`src/letter_hex_decoder_with_checksum_assert.svh`:
```
// Assertion macros for the letter-hex decoder with checksum.
// Depends on nothing; the including module supplies aclk and aresetn.
`ifndef LETTER_HEX_DECODER_WITH_CHECKSUM_ASSERT_SVH
`define LETTER_HEX_DECODER_WITH_CHECKSUM_ASSERT_SVH
`ifndef SYNTHESIS
// Antecedent implies consequent in the same cycle.
`define LHD_ASSERT_SAME(lbl, ante, cons, msg) \
    lbl: assert property (@(posedge aclk) disable iff (!aresetn) (ante) |-> (cons)) \
        else $error(msg);
// Antecedent implies consequent in the next cycle.
`define LHD_ASSERT_NEXT(lbl, ante, cons, msg) \
    lbl: assert property (@(posedge aclk) disable iff (!aresetn) (ante) |=> (cons)) \
        else $error(msg);
`else
`define LHD_ASSERT_SAME(lbl, ante, cons, msg)
`define LHD_ASSERT_NEXT(lbl, ante, cons, msg)
`endif
`endif

```
`src/lhd_pkg.sv`:
```
// Shared constants for the letter-hex decoder with checksum.
// No dependencies.
`timescale 1ns / 1ps
`default_nettype none
package lhd_pkg;

    // Character codes after masking to 7 bits.
    localparam logic [6:0] CODE_TERM = 7'd124;

    // Result kinds carried on tuser.
    localparam logic KIND_DATA   = 1'b0;
    localparam logic KIND_STATUS = 1'b1;

    // Final status codes.
    typedef enum logic [1:0] {
        ST_OK       = 2'd0,
        ST_MISMATCH = 2'd1,
        ST_NO_TERM  = 2'd2,
        ST_TRUNC    = 2'd3
    } status_t;

    // Number of checksum digits, minus one.
    localparam logic [2:0] LAST_DIGIT = 3'd7;

    // Packed widths of the stream ports.
    localparam int S_TDATA_W = 8;
    localparam int M_TDATA_W = 16;

endpackage
`default_nettype wire

```
`src/letter_hex_decoder_with_checksum.sv`:
```
// Letter-hex decoder with checksum: stream top level.
// Depends on lhd_pkg and letter_hex_decoder_with_checksum_assert.svh.
`timescale 1ns / 1ps
`default_nettype none
`include "letter_hex_decoder_with_checksum_assert.svh"

// The block takes one character per item and accepts a new item every clock
// cycle while the result side keeps taking results. Each item passes through
// an input register, combinational decode logic and a result register. A result
// is presented on m_tvalid once it is loaded from the decode logic into the result
// register; a stall on the result side can hold its item in the input register first.
// Characters 64 to 79 (low 7 bits) carry nibbles, high nibble first; every
// second nibble gives a data result (tuser 0). Character 124 ends the data;
// the low nibbles of the next eight characters form the checksum, which must
// equal the byte sum plus the byte count. One status result (tuser 1) ends the
// stream; after it every item is taken and dropped until reset. While a result
// waits on the result side, the next item waits in the input register, whether
// or not it causes a result, and the input side stalls until the result is taken.
module letter_hex_decoder_with_checksum (
    input  wire                              aclk,
    input  wire                              aresetn,
    // Input channel.
    input  wire                              s_tvalid,
    output logic                             s_tready,
    input  wire [lhd_pkg::S_TDATA_W-1:0]     s_tdata,   // [7:0] char_code
    input  wire                              s_tlast,   // last_char
    // Result channel.
    output logic                             m_tvalid,
    input  wire                              m_tready,
    output logic [lhd_pkg::M_TDATA_W-1:0]    m_tdata,   // [7:0] data_byte, [9:8] status
    output logic                             m_tuser    // result_kind
);

    typedef enum logic [1:0] {
        PH_DATA = 2'd0,
        PH_SUM  = 2'd1,
        PH_DONE = 2'd2
    } phase_t;

    // Input register.
    logic                          in_valid_reg;
    logic [lhd_pkg::S_TDATA_W-1:0] in_code_reg;
    logic                          in_last_reg;

    // Decoder state.
    phase_t       phase_reg,   phase_next;
    logic [3:0]   held_reg,    held_next;
    logic         odd_reg,     odd_next;
    logic [31:0]  sum_reg,     sum_next;
    logic [30:0]  count_reg,   count_next;
    logic [2:0]   digit_reg,   digit_next;
    logic [31:0]  chk_reg,     chk_next;

    // Result register.
    logic              out_valid_reg;
    logic              kind_reg,   kind_next;
    logic [7:0]        byte_reg,   byte_next;
    lhd_pkg::status_t  status_reg, status_next;

    logic        advance;
    logic        out_load;
    logic [6:0]  code7;
    logic        is_nibble;
    logic [31:0] expect_sum;
    logic        status_load;
    logic        data_load;

    // The input register moves on whenever the result slot is free or draining.
    assign advance  = in_valid_reg && (!out_valid_reg || m_tready);
    assign s_tready = !in_valid_reg || advance;

    assign code7      = in_code_reg[6:0];
    assign is_nibble  = (code7[6:4] == 3'b100);
    assign expect_sum = sum_reg + {1'b0, count_reg};

    // Decode one character against the current state.
    always_comb begin
        phase_next  = phase_reg;
        held_next   = held_reg;
        odd_next    = odd_reg;
        sum_next    = sum_reg;
        count_next  = count_reg;
        digit_next  = digit_reg;
        chk_next    = chk_reg;
        out_load    = 1'b0;
        kind_next   = lhd_pkg::KIND_STATUS;
        byte_next   = 8'd0;
        status_next = lhd_pkg::ST_OK;
        if (advance) begin
            unique case (phase_reg)
                PH_DATA: begin
                    if (code7 == lhd_pkg::CODE_TERM) begin
                        phase_next = PH_SUM;
                        if (in_last_reg) begin
                            phase_next  = PH_DONE;
                            out_load    = 1'b1;
                            status_next = lhd_pkg::ST_TRUNC;
                        end
                    end else if (in_last_reg) begin
                        phase_next  = PH_DONE;
                        out_load    = 1'b1;
                        status_next = lhd_pkg::ST_NO_TERM;
                    end else if (is_nibble) begin
                        if (!odd_reg) begin
                            held_next = code7[3:0];
                            odd_next  = 1'b1;
                        end else begin
                            held_next  = 4'd0;
                            odd_next   = 1'b0;
                            byte_next  = {held_reg, code7[3:0]};
                            sum_next   = sum_reg + {24'd0, held_reg, code7[3:0]};
                            count_next = count_reg + 31'd1;
                            out_load   = 1'b1;
                            kind_next  = lhd_pkg::KIND_DATA;
                        end
                    end
                end
                PH_SUM: begin
                    chk_next = {chk_reg[27:0], code7[3:0]};
                    if (digit_reg == lhd_pkg::LAST_DIGIT) begin
                        digit_next  = 3'd0;
                        phase_next  = PH_DONE;
                        out_load    = 1'b1;
                        status_next = (chk_next == expect_sum) ? lhd_pkg::ST_OK
                                                               : lhd_pkg::ST_MISMATCH;
                    end else begin
                        digit_next = digit_reg + 3'd1;
                        if (in_last_reg) begin
                            phase_next  = PH_DONE;
                            out_load    = 1'b1;
                            status_next = lhd_pkg::ST_TRUNC;
                        end
                    end
                end
                PH_DONE: begin
                end
                default: begin
                    phase_next = PH_DONE;
                end
            endcase
        end
    end

    // Control state and input valid.
    always_ff @(posedge aclk) begin
        if (!aresetn) begin
            in_valid_reg  <= 1'b0;
            out_valid_reg <= 1'b0;
            phase_reg     <= PH_DATA;
            held_reg      <= 4'd0;
            odd_reg       <= 1'b0;
            sum_reg       <= 32'd0;
            count_reg     <= 31'd0;
            digit_reg     <= 3'd0;
            chk_reg       <= 32'd0;
        end else begin
            if (s_tready) begin
                in_valid_reg <= s_tvalid;
            end
            if (out_load) begin
                out_valid_reg <= 1'b1;
            end else if (m_tready) begin
                out_valid_reg <= 1'b0;
            end
            phase_reg <= phase_next;
            held_reg  <= held_next;
            odd_reg   <= odd_next;
            sum_reg   <= sum_next;
            count_reg <= count_next;
            digit_reg <= digit_next;
            chk_reg   <= chk_next;
        end
    end

    // Payload registers.
    always_ff @(posedge aclk) begin
        if (s_tready && s_tvalid) begin
            in_code_reg <= s_tdata;
            in_last_reg <= s_tlast;
        end
        if (out_load) begin
            kind_reg   <= kind_next;
            byte_reg   <= byte_next;
            status_reg <= status_next;
        end
    end

    assign m_tvalid = out_valid_reg;
    assign m_tuser  = kind_reg;
    assign m_tdata  = {6'd0, status_reg, byte_reg};

    // Result loads split by kind, for the checks below.
    assign status_load = out_load && (kind_next == lhd_pkg::KIND_STATUS);
    assign data_load   = out_load && (kind_next == lhd_pkg::KIND_DATA);

    // Checks on the decoder's own sequencing.
    `LHD_ASSERT_SAME(a_no_result_after_done, phase_reg == PH_DONE, !out_load, "late result")
    `LHD_ASSERT_NEXT(a_status_ends_stream, status_load, phase_reg == PH_DONE, "status not final")
    `LHD_ASSERT_SAME(a_byte_needs_held, data_load, phase_reg == PH_DATA && odd_reg, "no nibble")
    `LHD_ASSERT_SAME(a_no_overwrite, out_load, !out_valid_reg || m_tready, "result overwritten")

endmodule
`default_nettype wire

```
`config.mk`:
```
export PLATFORM = sky130hd
export DESIGN_NAME = letter_hex_decoder_with_checksum
export DESIGN_NICKNAME = d
export VERILOG_FILES = /design/src/lhd_pkg.sv /design/src/letter_hex_decoder_with_checksum.sv
export VERILOG_INCLUDE_DIRS = /design/src /design/src/src
export SDC_FILE = /design/constraint.sdc
export NUM_CORES = 1
export LEC_CHECK = 0
export BUFFER_PORTS_ARGS = -buffer_cell sky130_fd_sc_hd__buf_4
export CORE_ASPECT_RATIO = 0.6
export CORE_MARGIN = 10
export CORE_UTILIZATION = 35
export DETAILED_ROUTE_END_ITERATION = 10
export SYNTH_ARGS = -nofsm -noshare
export SYNTH_HDL_FRONTEND = slang
export SYNTH_SLANG_ARGS = --single-unit
export TNS_END_PERCENT = 100
```
`constraint.sdc`:
```
create_clock -name aclk -period 4.3 [get_ports aclk]
set_clock_uncertainty 0.1 [all_clocks]
set_input_delay 0.215 -clock aclk [delete_from_list [all_inputs] [get_ports aclk]]
set_output_delay 0.215 -clock aclk [all_outputs]
set_load 0.05 [all_outputs]
```
==> results of run 1 <==
[power breakdown]
| group | internal (W) | switching, W | total, W |
|---|---|---|---|
| Combinational | 0.0000260 | 0.0000550 | 0.0000810 |
| Clock | 0.00105 | 0.000573 | 0.00162 |
| Sequential | 0.00117 | 0.00000901 | 0.00118 |
[synthesized netlist by cell type, types with 10 or more instances]
master | number | area share (%)
nand2_1 | 151 | 7.2
a21oi_1 | 121 | 7.7
dfxtp_1 | 103 | 26
nor2_1 | 68 | 3.2
o21ai_0 | 49 | 3.1
ha_1 | 42 | 6.7
xnor2_1 | 41 | 4.6
clkbuf_1 | 39 | 1.9
nand3_1 | 33 | 2.1
nand4_1 | 26 | 2.1
xor2_1 | 25 | 2.8
inv_1 | 24 | 1.1
edfxtp_1 | 19 | 7.3
and2_1 | 17 | 1.4
o31ai_1 | 17 | 1.6
or3_1 | 16 | 1.3
nor3_1 | 13 | 0.83
or4_1 | 12 | 1.1
mux2i_1 | 11 | 1.4
nor4_1 | 10 | 0.80
[cell families after synthesis]
logic type      Yosys count
xor+xnor                 66
compound gates          260
mux                      13
fa+ha+maj                44
simple gates            402
buf+inv                  77
other cells               1
flops                   122
[cells in the final DEF (no fill, tap or decap), drive strengths merged, types with 7 or more instances in the layout]
| cell type | count |
|---|---|
| xor2 | 25 |
| o31ai | 17 |
| nand3 | 33 |
| o21ai | 52 |
| nand2b | 8 |
| a21oi | 121 |
| or3 | 16 |
| xnor2 | 41 |
| clkbuf | 18 |
| and2 | 17 |
| dfxtp | 103 |
| nand2 | 152 |
| inv | 27 |
| buf | 36 |
| mux2i | 11 |
| ha | 42 |
| nor2 | 71 |
| or4 | 12 |
| nor4 | 11 |
| o211ai | 7 |
| o21a | 9 |
| and4 | 7 |
| a211oi | 8 |
| edfxtp | 19 |
| dlygate4sd3 | 10 |
| a31oi | 9 |
| nand4 | 29 |
| and3 | 7 |
| nor3 | 15 |
[through the flow]
stage / utilization [%] / std cells / hold WS, ns / total power [W] / worst slack, ns
2_1_floorplan: - / 990 / 0.214 / 0.00125 / 1.10
3_3_place_gp: 37.5 / 1260 / 0.294 / 0.00127 / 0.648
3_5_place_dp: 37.5 / 1260 / 0.296 / 0.00127 / 0.611
4_1_cts: 41.0 / 1302 / 0.0270 / 0.00290 / 0.565
5_1_grt: 41.0 / 1302 / 0.0452 / 0.00295 / 0.327
6_report: 41.0 / 1302 / 0.0515 / 0.00287 / 0.536
[area by class of cell]
| class | count | area (um^2) |
|---|---|---|
| clock buffers | 18 | 439 |
| clock inverters | 14 | 218 |
| fillers | 2217 | 13000 |
| inverters | 25 | 93.8 |
| multi-input cells | 791 | 4930 |
| flip-flops and latches | 122 | 2630 |
| well taps | 286 | 358 |
| repair buffers | 46 | 370 |
[layer usage]
| layer | vias up | global-route usage, % | share of wire (%) |
|---|---|---|---|
| li1 | 3599 | - | - |
| met1 | 3407 | 26.7 | 55 |
| met2 | 258 | 19.2 | 34 |
| met3 | 20 | 6.37 | 10 |
| met4 | 0 | 3.61 | 0.89 |
| met5 | - | 0 | 0 |
[what timing repair did]
item                                   in CTS  in global routing
setup buffers                               0                  0
hold buffers                               10                  0
endpoints found under the hold margin      10                  0
[worst max path at each step]
stage | end | slack, ns | cells after the start
2_1_floorplan | status_reg[0] | 1.10 | 10
3_3_place_gp | status_reg[0] | 0.65 | 10
3_5_place_dp | status_reg[0] | 0.61 | 10
4_1_cts | status_reg[0] | 0.57 | 10
5_1_grt | status_reg[0] | 0.33 | 11
6_report | status_reg[0] | 0.54 | 10
[critical path, stage by stage, from the launching register on]
cell	delay (ns)
dfxtp_1	0.34
ha_1	0.22
fa_1	0.44
a211oi_1	0.41
o21bai_1	0.20
a31oi_1	0.32
a31oi_1	0.28
o41a_1	0.50
a2111o_1	0.39
nor4_1	0.23
nor3_1	0.08
==> results.md, run 1 <==
* EDFF count, synth at 19
* DRT Pass-1 Iters at 5
* Flops & latches, synth at 122
* Drt total wl at 23400 um
* Actual slew at the worst max-slew pin at 1.07 ns
* Number of global-route vias before repair at 6633
* Clock buffer depth at 2
* Unrepaired setup endpoints after global routing: no
* Synthesized area at 7870 um^2
* Mean Syn Cell Area at 7.98 um^2
* Max-slew violations at 0
* Area of the core at 22100 um^2
* CP Data Arrival Time at 3.84 ns
* Final setup viols at 0
* Antenna Nets Post-Route at 0
* Post-Synth Simple-Gate Area at 26.2%
* Port bufs at 24
* Final instance area at 9040 um^2
* Worst-path clk slew at 0.06 ns
* Remaining global-route overflow at 0
* TritonCTS clock tree: done
* Fmax at 266 MHz
* Rel. slew slack at 28.7%
* Post-cts sizing count at 0
* Setup CP Type: flop to flop
* Die height at 136 um
* GRT Total Usage at 16.7%
* XOR/XNOR share of the synthesized area at 7.35%
* Io pins at 32
* Max reg flops at 32
* Post-DP Area at 8280 um^2
* Syn-to-layout area delta at 14.9%
* CTS Buf Count at 17
* Largest family of logic cells by synthesized area: simple AND/OR/NAND/NOR gates
* Initial Util at 35.6%
* Crit. End Element: flop
* R2R setup slack at 0.54 ns
* Tmin final at 3.76 ns
* R2R Path Start: count_reg[0]
* Ys async rst share at 0%
* H-tree Lvls at 4
* Worst-Skew Late Latency at 0.44 ns
* Nets@finish at 1060
* Largest net degree at the start of global routing at 52
* Distinct cells, synth at 73
* Share of cells above drive strength 1 at 8.56%
* Worst Hold End: sum_reg[31]
* R2R cell count at 10
* PwrDens at 318 nW/um^2
* Ant. Diodes at 0
* Startpoint Class: flop
* Max-cap violations at 0
* VDD IR max at 0.272 mV
* Initial drt markers at 777
* Compound-Gate Fraction of Synth Area at 20.0%
* Routed wire length per instance at 17.9 um
* Critical path origin: count_reg[0]
* Sink Count at 122
* Ys Warns at 0
* Ys flop type: dfxtp_1
* Worst path required time at 4.38 ns
* HP Start: aresetn
* Final hold violation count at 0
* Initial antenna violation count at 0
* Final HPWL DP at 18100 um
* Clk root buf: clkbuf_16
* Die ar. at 29100 um^2
* Min-delay worst type: primary input to flop
* Crit share post-route at 87.5%
* Gp weighted congestion at 0.956
* Mapped Cells at 985
* Post-Synth Adder-Cell Area at 7.19%
* Crit-path max FO at 6
* Reg-to-Reg End: status_reg[0]
* Via/cell ratio at 5.59
* Die W at 214 um
* Register area share after synthesis at 33.5%
* Mux contribution to synthesized area at 1.69%
* Via count of the routed design at 7284
* Status: complete, no violations
* Rows at 42
* First-pass GRT wire length at 37700 um
* Hold path depth at 3
* Setup TNS at 0 ns
* # DRC at 0
* Static Leakage at 3.26 nW
Power figures use the tool's default switching activity.
==> inputs of run 2 (changes only) <==
- CELL_PAD_IN_SITES_DETAIL_PLACEMENT: not set -> 1
- CELL_PAD_IN_SITES_GLOBAL_PLACEMENT: not set -> 2
- PLACE_DENSITY_LB_ADDON: not set -> 0.1
==> run 2 against run 1 <==
- total power shrank 6.2%
- worst hold slack lost 0.035 ns
- via count grew 2.0%
- combinational power grew 18%
- clock power shrank 12%
- sequential share of layout area grew 0.073 points
- final area shrank 0.25%
- critical path type unchanged
- highest routed layer unchanged
==> results.md, run 2 (synthesized netlist as in run 1, its figures left out) <==
* Status: complete, no violations
* Crit share post-route at 92.6%
* Share of cells above drive strength 1 at 9.28%
* TritonCTS clock tree: done
* Pre-CTS WS at 0.414 ns
* Sink Count at 122
* Commonest cells after routing, fill and taps aside: 151 x nand2_1, 121 x a21oi_1, 103 x dfxtp_1, 68 x nor2_1, 49 x o21ai_0
* Largest net degree at the start of global routing at 39
* Tmin final at 3.98 ns
* Remaining global-route overflow at 0
* DRT Pass-1 Iters at 5
* # DRC at 0
* Worst path required time at 4.37 ns
* Unrepaired setup endpoints after global routing: no
* CTS Buf Count at 17
* Setup CP Type: flop to flop
* Post-cts sizing count at 0
* Syn-to-layout area delta at 14.7%
* Max reg flops at 32
* Crit-path max FO at 6
* Drt total wl at 27700 um
* Fmax at 251 MHz
* Clock buffer depth at 2
* Die height at 136 um
* Rows at 42
* Antenna Nets Post-Route at 0
* Nets@finish at 1068
* Worst-path clk slew at 0.06 ns
* Port bufs at 24
* Io pins at 32
* Finished Layout Cells at 1310
* Routed wire length per instance at 21.1 um
* Initial antenna violation count at 0
* Number of global-route vias before repair at 7069
* Ant. Diodes at 0
* Die W at 214 um
* Rel. slew slack at 28.5%
* H-tree Lvls at 4
* PwrDens at 299 nW/um^2
* Clk root buf: clkbuf_16
* GRT Total Usage at 19.4%
* Max-cap violations at 0
* Via/cell ratio at 5.67
* Min-delay worst type: primary input to flop
* PnR worst setup slack at 0.320 ns
* Die ar. at 29100 um^2
* Actual slew at the worst max-slew pin at 1.05 ns
* Area of the core at 22100 um^2
* First-pass GRT wire length at 42900 um
* # placed instances at 1269
* Final setup viols at 0
* CP Data Arrival Time at 4.05 ns
* Final HPWL DP at 21600 um
* Startpoint Class: flop
* Max-slew violations at 0
* Gp weighted congestion at 0.902
* Final hold violation count at 0
* VDD IR max at 0.286 mV
* Static Leakage at 3.27 nW
* Setup TNS at 0 ns
* Leading cell type in the layout, fill and taps excluded: nand2_1
* Initial Util at 35.6%
* Worst-Skew Late Latency at 0.44 ns
* Initial drt markers at 657
* Crit. End Element: flop
* Fill count at 2650
* Final Util at 40.9%
* Via count of the routed design at 7432
run 2: cell types whose count changed in the layout (fill, tap and decap cells not counted), moves of 2 or more:
cell       delta
buf_4         +9
clkinv_2      +2
clkinv_4      -2
bufinv_16     -4
clkbuf_1      +2
run 2: timing repair:
| action | CTS | global route |
|---|---|---|
| buffers inserted | 0 | 0 |
| hold buffers | 9 | 0 |
| hold endpoints to repair | 9 | 0 |
run 2: critical path: stages (launching register included):
cell      delay (ns)
dfxtp_1         0.35
ha_1            0.23
fa_1            0.42
a211oi_1        0.39
o21bai_1        0.18
a31oi_1         0.32
a31oi_1         0.29
o41a_1          0.51
a2111o_1        0.39
nor4_1          0.44
nor3_1          0.09
run 2: power by group:
| group | leakage, nW | switching [W] | internal [W] | total, W |
|---|---|---|---|---|
| clock | 0.278 | 0.000570 | 0.000858 | 0.00143 |
| sequential | 1.02 | 0.00000713 | 0.00117 | 0.00117 |
| combinational | 1.97 | 0.0000671 | 0.0000282 | 0.0000953 |
| total | 3.27 | 0.000644 | 0.00205 | 0.00270 |
run 2: routing by layer:
metal / routed length (um) / GRT usage, % / vias to the layer above
met5: 0 / 0 / -
met4: 282 / 4.90 / 0
met3: 1870 / 4.71 / 25
met2: 9360 / 22.7 / 183
met1: 16100 / 32.2 / 3600
li1: - / - / 3624
run 2: worst paths after layout:
kind | startpoint | endpoint | slack [ns] | cells after the start
setup / recovery | count_reg[0] | status_reg[0] | 0.32 | 10
hold / removal | m_tready | m_tvalid | 0.02 | 4
setup reg to reg | count_reg[0] | status_reg[0] | 0.32 | 10
hold reg to reg | digit_reg[2] | digit_reg[2] | 0.37 | 2
run 2: final cells by class:
cell class	count	area (um^2)	share of cell area (%)
Clock buffer	22	485	5.38
Clock inverter	10	91.3	1.01
Inverter	25	93.8	1.04
Multi-Input combinational cell	791	4930	54.7
Sequential cell	122	2630	29.2
Tap cell	286	358	3.97
Timing Repair Buffer	54	428	4.75
run 2: through the flow:
stage | hold WS [ns] | instance area [um^2] | total power (W)
after floorplan | 0.214 | 7880 | 0.00125
after global placement | 0.294 | 8350 | 0.00128
after detailed placement | 0.295 | 8350 | 0.00129
after CTS | 0.00805 | 9020 | 0.00273
after global routing | 0.0192 | 9020 | 0.00279
final | 0.0168 | 9020 | 0.00270
